===== config.mk =====
export PLATFORM = sky130hd
export DESIGN_NAME = bounded_deque_with_scan
export DESIGN_NICKNAME = d
export VERILOG_FILES = /design/src/hdl/bdq_pkg.sv /design/src/hdl/bdq_front.sv /design/src/hdl/bdq_back.sv /design/src/hdl/bounded_deque_with_scan.sv
export SDC_FILE = /design/constraint.sdc
export NUM_CORES = 2
export LEC_CHECK = 0
export ABC_CLOCK_PERIOD_IN_PS = 4700
export BUFFER_PORTS_ARGS = -buffer_cell sky130_fd_sc_hd__buf_2
export CAP_MARGIN = 10
export CORE_ASPECT_RATIO = 0.5
export CORE_MARGIN = 3
export CORE_UTILIZATION = 45
export DETAILED_ROUTE_END_ITERATION = 10
export PLACE_DENSITY_LB_ADDON = 0.2
export SLEW_MARGIN = 20
export SYNTH_ARGS = -nofsm -noshare
export SYNTH_HDL_FRONTEND = slang
export SYNTH_HIERARCHICAL = 1
export SYNTH_SLANG_ARGS = --single-unit

===== constraint.sdc =====
create_clock -name clk -period 4.7 [get_ports clk]
set_input_delay 0.94 -clock clk [delete_from_list [all_inputs] [get_ports clk]]
set_output_delay 0.94 -clock clk [all_outputs]
set_load 0.005 [all_outputs]

===== src/hdl/bdq_pkg.sv =====
package bdq_pkg;

    // Command codes as they arrive on the input stream
    typedef enum logic [2:0] {
        OP_PUSH_FRONT = 3'd0,
        OP_PUSH_BACK  = 3'd1,
        OP_SCAN       = 3'd2,
        OP_POP_FRONT  = 3'd3,
        OP_POP_BACK   = 3'd4
    } op_t;

    // Result status codes
    typedef enum logic [1:0] {
        STATUS_OK        = 2'd0,
        STATUS_UNDERFLOW = 2'd1,
        STATUS_FULL      = 2'd2,
        STATUS_EMPTY     = 2'd3
    } status_t;

    localparam int unsigned WORD_W = 32;

    // One classified command on its way from the front part to the back part
    typedef struct packed {
        op_t                       op;
        logic signed [WORD_W-1:0]  value;
    } cmd_t;

endpackage


===== src/hdl/bdq_front.sv =====
module bdq_front
(
    input  logic                clk,
    input  logic                rst_n,
    input  logic                s_axis_tvalid,
    output logic                s_axis_tready,
    input  logic [31:0]         s_axis_tdata,   // item_value[31:0]
    input  logic [2:0]          s_axis_tuser,   // cmd[2:0]
    output logic                cmd_valid,
    input  logic                cmd_ready,
    output bdq_pkg::cmd_t       cmd
);
    import bdq_pkg::*;

    localparam int unsigned QDEPTH = 2;

    cmd_t        q_entry_reg [QDEPTH];
    logic        wr_ptr_reg;
    logic        wr_ptr_next;
    logic        rd_ptr_reg;
    logic        rd_ptr_next;
    logic [1:0]  fill_reg;
    logic [1:0]  fill_next;
    logic        known_cmd;
    logic        push;
    logic        pop;
    cmd_t        in_cmd;

    // Classify: unused command codes are taken and dropped
    always_comb
    begin
        known_cmd    = s_axis_tuser inside {[OP_PUSH_FRONT:OP_POP_BACK]};
        in_cmd.op    = op_t'(s_axis_tuser);
        in_cmd.value = s_axis_tdata;
    end

    assign s_axis_tready = (fill_reg != 2'(QDEPTH));
    assign push          = s_axis_tvalid && s_axis_tready && known_cmd;
    assign cmd_valid     = (fill_reg != 2'd0);
    assign pop           = cmd_valid && cmd_ready;
    assign cmd           = q_entry_reg[rd_ptr_reg];

    // Advance queue pointers and fill level
    always_comb
    begin
        wr_ptr_next = push ? ~wr_ptr_reg : wr_ptr_reg;
        rd_ptr_next = pop  ? ~rd_ptr_reg : rd_ptr_reg;
        fill_next   = fill_reg + 2'(push) - 2'(pop);
    end

    always_ff @(posedge clk or negedge rst_n)
    begin
        if (!rst_n)
        begin
            wr_ptr_reg <= 1'b0;
            rd_ptr_reg <= 1'b0;
            fill_reg   <= 2'd0;
        end
        else
        begin
            wr_ptr_reg <= wr_ptr_next;
            rd_ptr_reg <= rd_ptr_next;
            fill_reg   <= fill_next;
        end
    end

    // Hold queued commands
    always_ff @(posedge clk)
    begin
        if (push)
        begin
            q_entry_reg[wr_ptr_reg] <= in_cmd;
        end
    end

endmodule


===== src/hdl/bdq_back.sv =====
module bdq_back
#(
    parameter int unsigned CAPACITY = 64
)
(
    input  logic                clk,
    input  logic                rst_n,
    input  logic                cmd_valid,
    output logic                cmd_ready,
    input  bdq_pkg::cmd_t       cmd,
    output logic                m_axis_tvalid,
    input  logic                m_axis_tready,
    output logic [31:0]         m_axis_tdata,   // out_value[31:0]
    output logic [1:0]          m_axis_tuser,   // status[1:0]
    output logic                m_axis_tlast    // last
);
    import bdq_pkg::*;

    localparam int unsigned IDX_W = $clog2(CAPACITY);
    localparam int unsigned CNT_W = $clog2(CAPACITY + 1);

    typedef enum logic [2:0] {
        ST_IDLE     = 3'b001,
        ST_SCAN_RD  = 3'b010,
        ST_SCAN_OUT = 3'b100
    } state_t;

    logic signed [WORD_W-1:0]  store_mem [CAPACITY];
    logic signed [WORD_W-1:0]  rd_data_reg;

    state_t                    state_reg;
    state_t                    state_next;
    logic [IDX_W-1:0]          front_reg;
    logic [IDX_W-1:0]          front_next;
    logic [CNT_W-1:0]          count_reg;
    logic [CNT_W-1:0]          count_next;
    logic [IDX_W-1:0]          scan_idx_reg;
    logic [IDX_W-1:0]          scan_idx_next;

    logic                      out_valid_reg;
    logic                      out_valid_next;
    status_t                   out_status_reg;
    status_t                   out_status_next;
    logic signed [WORD_W-1:0]  out_value_reg;
    logic signed [WORD_W-1:0]  out_value_next;
    logic                      out_last_reg;
    logic                      out_last_next;

    logic                      out_free;
    logic                      take_cmd;
    logic                      full;
    logic                      empty;
    logic [IDX_W-1:0]          front_dec;
    logic [IDX_W-1:0]          front_inc;
    logic [IDX_W:0]            tail_sum;
    logic [IDX_W-1:0]          tail_slot;
    logic [IDX_W:0]            scan_sum;
    logic [IDX_W-1:0]          scan_slot;
    logic                      scan_last;
    logic                      wr_en;
    logic [IDX_W-1:0]          wr_addr;

    assign out_free  = !out_valid_reg || m_axis_tready;
    assign cmd_ready = (state_reg == ST_IDLE) && out_free;
    assign take_cmd  = cmd_valid && cmd_ready;
    assign full      = (count_reg == CNT_W'(CAPACITY));
    assign empty     = (count_reg == '0);

    // Slot arithmetic modulo CAPACITY: operands stay below CAPACITY
    always_comb
    begin
        front_dec = (front_reg == '0) ? IDX_W'(CAPACITY - 1) : front_reg - IDX_W'(1);
        front_inc = (front_reg == IDX_W'(CAPACITY - 1)) ? '0 : front_reg + IDX_W'(1);

        tail_sum  = {1'b0, front_reg} + {1'b0, count_reg[IDX_W-1:0]};
        tail_slot = (tail_sum >= (IDX_W+1)'(CAPACITY))
                    ? IDX_W'(tail_sum - (IDX_W+1)'(CAPACITY)) : tail_sum[IDX_W-1:0];

        scan_sum  = {1'b0, front_reg} + {1'b0, scan_idx_reg};
        scan_slot = (scan_sum >= (IDX_W+1)'(CAPACITY))
                    ? IDX_W'(scan_sum - (IDX_W+1)'(CAPACITY)) : scan_sum[IDX_W-1:0];

        scan_last = ((CNT_W'(scan_idx_reg) + CNT_W'(1)) == count_reg);
    end

    // Execute commands and step through scans
    always_comb
    begin
        state_next      = state_reg;
        front_next      = front_reg;
        count_next      = count_reg;
        scan_idx_next   = scan_idx_reg;
        out_valid_next  = out_valid_reg && !m_axis_tready;
        out_status_next = out_status_reg;
        out_value_next  = out_value_reg;
        out_last_next   = out_last_reg;
        wr_en           = 1'b0;
        wr_addr         = tail_slot;

        case (state_reg)
            ST_IDLE:
            begin
                if (take_cmd)
                begin
                    out_valid_next  = 1'b1;
                    out_status_next = STATUS_OK;
                    out_value_next  = '0;
                    out_last_next   = 1'b1;
                    case (cmd.op)
                        OP_PUSH_FRONT:
                        begin
                            if (full)
                            begin
                                out_status_next = STATUS_FULL;
                            end
                            else
                            begin
                                front_next = front_dec;
                                count_next = count_reg + CNT_W'(1);
                                wr_en      = 1'b1;
                                wr_addr    = front_dec;
                            end
                        end
                        OP_PUSH_BACK:
                        begin
                            if (full)
                            begin
                                out_status_next = STATUS_FULL;
                            end
                            else
                            begin
                                count_next = count_reg + CNT_W'(1);
                                wr_en      = 1'b1;
                                wr_addr    = tail_slot;
                            end
                        end
                        OP_SCAN:
                        begin
                            if (empty)
                            begin
                                out_status_next = STATUS_EMPTY;
                            end
                            else
                            begin
                                // No result yet: first word comes from the read stage
                                out_valid_next = out_valid_reg && !m_axis_tready;
                                scan_idx_next  = '0;
                                state_next     = ST_SCAN_RD;
                            end
                        end
                        OP_POP_FRONT:
                        begin
                            if (empty)
                            begin
                                out_status_next = STATUS_UNDERFLOW;
                            end
                            else
                            begin
                                front_next = front_inc;
                                count_next = count_reg - CNT_W'(1);
                            end
                        end
                        OP_POP_BACK:
                        begin
                            if (empty)
                            begin
                                out_status_next = STATUS_UNDERFLOW;
                            end
                            else
                            begin
                                count_next = count_reg - CNT_W'(1);
                            end
                        end
                        default:
                        begin
                            out_valid_next = out_valid_reg && !m_axis_tready;
                        end
                    endcase
                end
            end
            ST_SCAN_RD:
            begin
                state_next = ST_SCAN_OUT;
            end
            ST_SCAN_OUT:
            begin
                if (out_free)
                begin
                    out_valid_next  = 1'b1;
                    out_status_next = STATUS_OK;
                    out_value_next  = rd_data_reg;
                    out_last_next   = scan_last;
                    if (scan_last)
                    begin
                        state_next = ST_IDLE;
                    end
                    else
                    begin
                        scan_idx_next = scan_idx_reg + IDX_W'(1);
                        state_next    = ST_SCAN_RD;
                    end
                end
            end
            default:
            begin
                state_next = ST_IDLE;
            end
        endcase
    end

    always_ff @(posedge clk or negedge rst_n)
    begin
        if (!rst_n)
        begin
            state_reg     <= ST_IDLE;
            front_reg     <= '0;
            count_reg     <= '0;
            scan_idx_reg  <= '0;
            out_valid_reg <= 1'b0;
        end
        else
        begin
            state_reg     <= state_next;
            front_reg     <= front_next;
            count_reg     <= count_next;
            scan_idx_reg  <= scan_idx_next;
            out_valid_reg <= out_valid_next;
        end
    end

    // Hold the result payload
    always_ff @(posedge clk)
    begin
        out_status_reg <= out_status_next;
        out_value_reg  <= out_value_next;
        out_last_reg   <= out_last_next;
    end

    // Entry store: one write port, one registered read port
    always_ff @(posedge clk)
    begin
        if (wr_en)
        begin
            store_mem[wr_addr] <= cmd.value;
        end
        if (state_reg == ST_SCAN_RD)
        begin
            rd_data_reg <= store_mem[scan_slot];
        end
    end

    assign m_axis_tvalid = out_valid_reg;
    assign m_axis_tdata  = out_value_reg;
    assign m_axis_tuser  = out_status_reg;
    assign m_axis_tlast  = out_last_reg;

endmodule


===== src/hdl/bounded_deque_with_scan.sv =====
// Channel   Direction  tdata              tuser         tlast
// s_axis    in         item_value[31:0]   cmd[2:0]      -
// m_axis    out        out_value[31:0]    status[1:0]   last
//
// Push and pop complete in the back part's idle state; a scan moves each word
// through the registered read of the entry store, then the output register load,
// which waits on a stalled output. A two-entry command queue lets input transfers
// continue while the back part is busy or the output stalls. Reset clears the
// front slot, the count and all control state; no clearing pass is needed.
module bounded_deque_with_scan
#(
    parameter int unsigned CAPACITY = 64
)
(
    input  logic         clk,
    input  logic         rst_n,
    input  logic         s_axis_tvalid,
    output logic         s_axis_tready,
    input  logic [31:0]  s_axis_tdata,   // item_value[31:0]
    input  logic [2:0]   s_axis_tuser,   // cmd[2:0]
    output logic         m_axis_tvalid,
    input  logic         m_axis_tready,
    output logic [31:0]  m_axis_tdata,   // out_value[31:0]
    output logic [1:0]   m_axis_tuser,   // status[1:0]
    output logic         m_axis_tlast    // last
);
    import bdq_pkg::*;

    logic  cmd_valid;
    logic  cmd_ready;
    cmd_t  cmd;

    // Accept, classify and queue commands
    bdq_front u_front
    (
        .clk           (clk),
        .rst_n         (rst_n),
        .s_axis_tvalid (s_axis_tvalid),
        .s_axis_tready (s_axis_tready),
        .s_axis_tdata  (s_axis_tdata),
        .s_axis_tuser  (s_axis_tuser),
        .cmd_valid     (cmd_valid),
        .cmd_ready     (cmd_ready),
        .cmd           (cmd)
    );

    // Execute commands against the circular store
    bdq_back #(
        .CAPACITY (CAPACITY)
    ) u_back
    (
        .clk           (clk),
        .rst_n         (rst_n),
        .cmd_valid     (cmd_valid),
        .cmd_ready     (cmd_ready),
        .cmd           (cmd),
        .m_axis_tvalid (m_axis_tvalid),
        .m_axis_tready (m_axis_tready),
        .m_axis_tdata  (m_axis_tdata),
        .m_axis_tuser  (m_axis_tuser),
        .m_axis_tlast  (m_axis_tlast)
    );

endmodule

; After elaboration in Yosys (flattened, before gate mapping)
; Memory sizes are Yosys's and may differ from the RTL's. A register that Yosys moved wholly into a read port is not among the register bits.
; Index checks and enable logic that the tools add are counted.
[word_totals]
regBits = 62
memories = 2
ramBits = 2118
[memory_table]
columns = name, words, width, rd, rd_ports_with_merged_regs, wr, line_no
row1 = u_back.store_mem, 64, 32, 1, 1, 1, bdq_back.sv:28  ; logic signed [WORD_W-1:0] store_mem [CAPACITY];
row2 = u_front.q_entry_reg, 2, 35, 1, 0, 1, bdq_front.sv:17  ; cmd_t q_entry_reg [QDEPTH];
[op_classes]
addsub = 12
bitwise = 2
reduce_logical = 24
order_cmp = 4
n_eq_ne = 20
muxes = 52
[op_table]
columns = cell, n
row1 = two-way mux 6 bit, 15
row2 = two-way mux 32 bit, 2
row3 = case mux 32 bit (2 select lines), 1
row4 = case mux 6 bit (2 select lines), 2
row5 = "!= test 2 bit, second input constant", 9
row6 = "subtractor 6 x 1 -> 6 bit, second input constant", 3
row7 = adder 6 x 6 -> 7 bit, 2
row8 = "greater-or-equal comparator 7 bit, second input constant", 2
row9 = two-way mux 1 bit, 14
row10 = two-way mux 7 bit, 2
row11 = case mux 7 bit (2 select lines), 1
row12 = "adder 6 x 1 -> 6 bit, second input constant", 2
row13 = two-way mux 3 bit, 4
row14 = two-way mux 2 bit, 5
row15 = AND reduction 5 bit, 2
row16 = "equality test 3 x 2 -> 1 bit, second input constant", 3
row17 = case mux 3 bit (3 select lines), 1
row18 = nonzero test 2 bit, 4
row19 = "adder 6 x 1 -> 7 bit, second input constant", 1
row20 = "adder 7 x 1 -> 7 bit, second input constant", 1
row21 = equality test 7 bit, 1
row22 = "equality test 7 bit, second input constant", 1
row23 = logical NOT 7 bit, 1
row24 = "subtractor 7 x 1 -> 7 bit, second input constant", 1
row25 = other kinds (22), 34

; Longest topological paths before layout
[logic_depth]
word_depth = 8
depth_mapped = 14

; Cells and area by module
; Netlist, hierarchy kept.
[by_module_without_submodules]
columns = module, cells_each, n_inst, area_per_inst_um2
row1 = bdq_back, 3597, 1, 83004.6
row2 = bdq_front, 128, 1, 2885.3

; Worst setup path before layout
; OpenSTA, ideal clock, no wires.
[synth_timing]
path_type = in2reg
start = in m_axis_tready
end = reg u_back.out_value_reg[0] (netlist: u_back/m_axis_tdata[0]) (enable)
required_ps = 4219
setup_slack_ps = 590
path_stages = 2
arrival_ps = 3630
cell_sequence = nor2b_1 -> a211oi_1
[synth_between]
elab_chain_len = 5
word_cells_on_any_way = 6
classes_between = 2 x eq/ne / 4 x reduce/logical
[synth_rtl]
columns = item, line_no
row1 = from (decl), bounded_deque_with_scan.sv:22  ; input logic m_axis_tready,
row2 = logical OR 1 bit *, bdq_back.sv:63  ; assign out_free = !out_valid_reg || m_axis_tready;
row3 = logical AND 1 bit, bdq_back.sv:64  ; assign cmd_ready = (state_reg == ST_IDLE) && out_free;
row4 = logical AND 1 bit, bdq_back.sv:65  ; assign take_cmd = cmd_valid && cmd_ready;
row5 = != test 2 bit (no line), n/a
row6 = AND reduction 3 bit (no line) *, n/a
row7 = to (signal assigned), bdq_back.sv:235  ; out_value_reg <= out_value_next;
row8 = to (decl), bdq_back.sv:44  ; logic signed [WORD_W-1:0] out_value_reg;
; Every way passes the cells marked *; elsewhere a longest branch is shown, timed or not.
; A chain may end at the register's enable or synchronous reset.

; Worst setup path in the final report
[layout_timing]
start = reg u_back.front_reg[1]
end = reg u_back.rd_data_reg[27], read port of u_back.store_mem (data pin)
[layout_between]
elab_chain_len = 3
word_cells_on_any_way = 4
classes_between = 2 x add/sub / 1 x order compare / 1 x mux
[layout_rtl]
columns = item, line_no
row1 = from (decl), bdq_back.sv:33  ; logic [IDX_W-1:0] front_reg;
row2 = from (signal assigned), bdq_back.sv:224  ; front_reg <= front_next;
row3 = adder 6 x 6 -> 7 bit *, bdq_back.sv:79  ; scan_sum = {1'b0, front_reg} + {1'b0, scan_idx_reg};
row4 = subtractor 6 x 1 -> 6 bit / greater-or-equal comparator 7 bit (equally long branches), "bdq_back.sv:81, bdq_back.sv:80"
row5 = two-way mux 6 bit *, bdq_back.sv:81  ; ? IDX_W'(scan_sum - (IDX_W+1)'(CAPACITY)) : scan_sum[IDX_W-1:0];
row6 = to (decl), bdq_back.sv:29  ; logic signed [WORD_W-1:0] rd_data_reg;
; Marks and branches as above.

==> flow_metrics.tcl <==
set metrics [dict create \
    max_stage_delay_ns 1.11 \
    cp_data_required_time_ns 5.22 \
    detail-route-antenna-nets 0 \
    routed-via-count 40464 \
    run_status "complete, no violations" \
    hold_path.class "input port to async pin" \
    syn_area_um2 85900 \
    globalplace.congestion 0.837 \
    ir_drop_worst_vdd_mv 0.486 \
    fp.dieArea_um2 196000 \
    setup_bufs_post_cts 0 \
    rsz0062_at_grt "false" \
    fraction_of_layout_instances_using_a_drive_strength_above_1_pct 31.0 \
    detailed_place.area_um2 91200 \
    worstSkewPairLatency_ns 0.84 \
    htree_levels 4 \
    critical_path.startpoint_type "register" \
    holdBufCountCts 0 \
    largest_net_degree_at_the_start_of_global_routing 80 \
    cts_resized 0 \
    layout.nets 4063 \
    synthesis.yosys.warnings 6 \
    die_w_um 624 \
    cts_tree "done" \
    design.core.area_um2 188000 \
    report.final.slew_viol_count 0 \
    clock-root-buffer "clkbuf_16" \
    least_margin_pin_slew_ns 1.15 \
    place.port_buffers 75 \
    min_period_ns 4.28 \
    critical-path-slowest-cell "fa_4" \
    filler_cell_count 14388 \
    crit_fanout 63 \
    largest_register_ffs 2048 \
    synth_enable_flop_cells 2185 \
    finalSetupTns_ns 0 \
    path_clk_slew_ns 0.07 \
    drt_wl_total_um 208000 \
    fin_crit_sh_pct 91.1 \
    timing.setup.critical_path_class "register to register" \
    dp.final_hpwl_um 115000 \
    cts_buffers 201 \
    p_leak_nw 29.9 \
    cts_num_sinks 2212 \
    grt_pass1_vias 41458 \
    io_pins 76 \
    syn-mean-instance-area_um2 23.1 \
    areaGrowthSynthToFinish_pct 13.6 \
    worst-r2r-setup-slack_ns 0.42 \
    skew_ns 0.0385 \
    groute.usage.overall_pct 21.2 \
    cp_cell_sequence "fa_4 -> buf_12 -> buf_12 -> mux4_2 -> nor2b_1 -> a2111oi_0 -> a2111oi_1" \
    drt-wirelength-per-cell_um 31.2 \
    drt_iter0_markers 4483 \
    dr.pass1.iters 7 \
    postSynthCellCount 3725 \
    via_per_inst 6.06 \
    end_kind "register" \
    synth-async-reset-ratio_pct 1.22 \
    syn-num-nets 3788 \
    postLayoutCellArea_um2 97600 \
    dieHeight_um 315 \
    synth_ff_type "edfxtp_1" \
    arr_time_crit_path_ns 4.80 \
    critical_path.reg2reg.startpoint "u_back/front_reg[1]" \
    synth-seq-area-share_pct 77.2 \
    grt_remaining_overflow 0 \
    max_slew_margin_pct 21.6 \
    drc 0 \
    cts-root-to-sink-buffers 4 \
    max_cap_violations 0 \
    number_of_antenna_violations_at_the_first_check_in_global_routing 10 \
    setup-violations-final 0 \
    register_bit_count_reported_by_yosys 2212 \
    start_util_pct 45.7 \
    std_cell_rows 112 \
    final-hold-violation-count 0 \
    synth_cell_types 72 \
    total_power_mw 65.8 \
    final_util_pct 51.9 \
    critical-path-top-cell-by-count "buf_12" \
    timing.reg2reg.worst_path_depth 7 \
    worst_r2r_endpoint "u_back/rd_data_reg[27]" \
    first_pass_grt_wire_length_um 299000 \
    power.density_nw_per_um2 674 \
    fmax_mhz 234 \
]
-- cell usage in the layout (no fill, tap or decap), types with 6 or more instances in the layout --
master,count
nand2_1,18
edfxtp_1,2185
a21oi_1,14
nor2_1,17
a31oi_1,6
clkbuf_1,45
and3_1,7
o21ai_0,19
mux4_2,576
a2111oi_1,33
diode_2,13
mux2_2,42
and2_1,33
nor3_1,26
clkinv_2,34
buf_2,75
clkbuf_16,207
nor2_4,67
ha_1,20
buf_12,51
a2111oi_0,62
xor2_1,8
nand3_1,13
buf_4,140
dfrtp_1,25
nand2b_1,9
nor4_1,10
inv_1,14
bufinv_16,18
clkinv_1,44
mux2i_1,65
mux2_4,30
nor2b_1,72
xnor2_1,25
a21o_1,9
o22ai_1,35
-- worst max-delay path by stage --
stage	start	endpoint	cells past startpoint
6_report	u_back/front_reg[1]	u_back/rd_data_reg[27]	7
2_1_floorplan	m_axis_tready	u_back/m_axis_tdata[0]	2
4_1_cts	u_back/front_reg[1]	u_back/rd_data_reg[10]	7
3_5_place_dp	u_back/front_reg[1]	u_back/rd_data_reg[7]	7
5_1_grt	u_back/front_reg[1]	u_back/rd_data_reg[10]	7
3_3_place_gp	u_back/front_reg[1]	u_back/rd_data_reg[7]	7
-- metrics by stage --
step | cells | worst slack, ns | hold WS (ns)
5_1_grt | 6664 | 0.257 | 0.138
2_1_floorplan | 3725 | 0.590 | 0.468
3_5_place_dp | 6304 | 0.466 | 0.522
3_3_place_gp | 6304 | -0.0502 | 0.488
6_report | 6676 | 0.418 | 0.140
4_1_cts | 6662 | 0.420 | 0.108
-- cells by family (layout without fill, tap and decap cells) --
group                      Yosys count  after routing  share of synthesized area, %
xor gates and xnor gates            36             36                         0.385
and+or+nand+nor                    301            301                          1.88
adders and majority gates           24             24                         0.376
DFF                               2212           2212                          77.2
muxes                              714            714                          16.9
other                                0             13                             0
buffers and inverters              208            638                          1.17
AOI/OAI and AO/OA                  230            230                          2.06
-- routing by layer --
layer | global-route usage, % | share of wire (%) | vias up
met4 | 4.38 | 1.9 | 0
met2 | 32.8 | 46 | 1574
met1 | 30.8 | 43 | 22120
met5 | 0 | 0 | -
li1 | - | - | 16508
met3 | 5.34 | 9.0 | 262
-- area by class of cell --
class / instances / area, µm² / area share [%]
Sequential cell: 2212 / 66300 / 67.9
Multi-Input combinational cell: 1305 / 19300 / 19.8
Clock buffer: 252 / 5350 / 5.48
Tap cell: 2508 / 3140 / 3.22
Timing Repair Buffer: 266 / 2450 / 2.51
Clock inverter: 106 / 968 / 0.993
Inverter: 14 / 52.6 / 0.0539
Antenna cell: 13 / 32.5 / 0.0333
-- where the power goes --
group          total, mW  switching [mW]  internal (mW)
clock network       16.0            6.98           9.03
registers           25.0           0.403           24.6
logic               24.7            14.0           10.7
total               65.8            21.4           44.3
-- critical path, delay by kind of cell, from the launching register on --
family | cells | cell delay, ns
adders and majority gates | 1 | 1.11
muxes | 1 | 0.39
DFF | 1 | 0.56
AOI/OAI and AO/OA | 2 | 0.99
and+or+nand+nor | 1 | 0.14
buffers and inverters | 2 | 0.66
-- synth_stat cells (all sizes together) (7+ instances only) --
cell	number	area, µm²
clkbuf	104	390
edfxtp	2185	65600
a21oi	17	85.1
o21ai	27	135
and3	7	43.8
a2111oi	96	880
nor4	10	62.6
mux2i	66	664
xnor2	26	235
a31oi	7	43.8
mux2	72	920
nor2b	72	450
a21o	9	67.6
xor2	10	95.1
nor2	85	327
and2	34	215
buf	90	562
nand2b	9	56.3
dfrtp	26	651
mux4	576	13000
ha	21	263
nand3	13	65.1
inv	14	52.6
o22ai	35	219
nand2	19	71.3
nor3	28	145
Note: power is estimated with default switching activity, not from simulation.
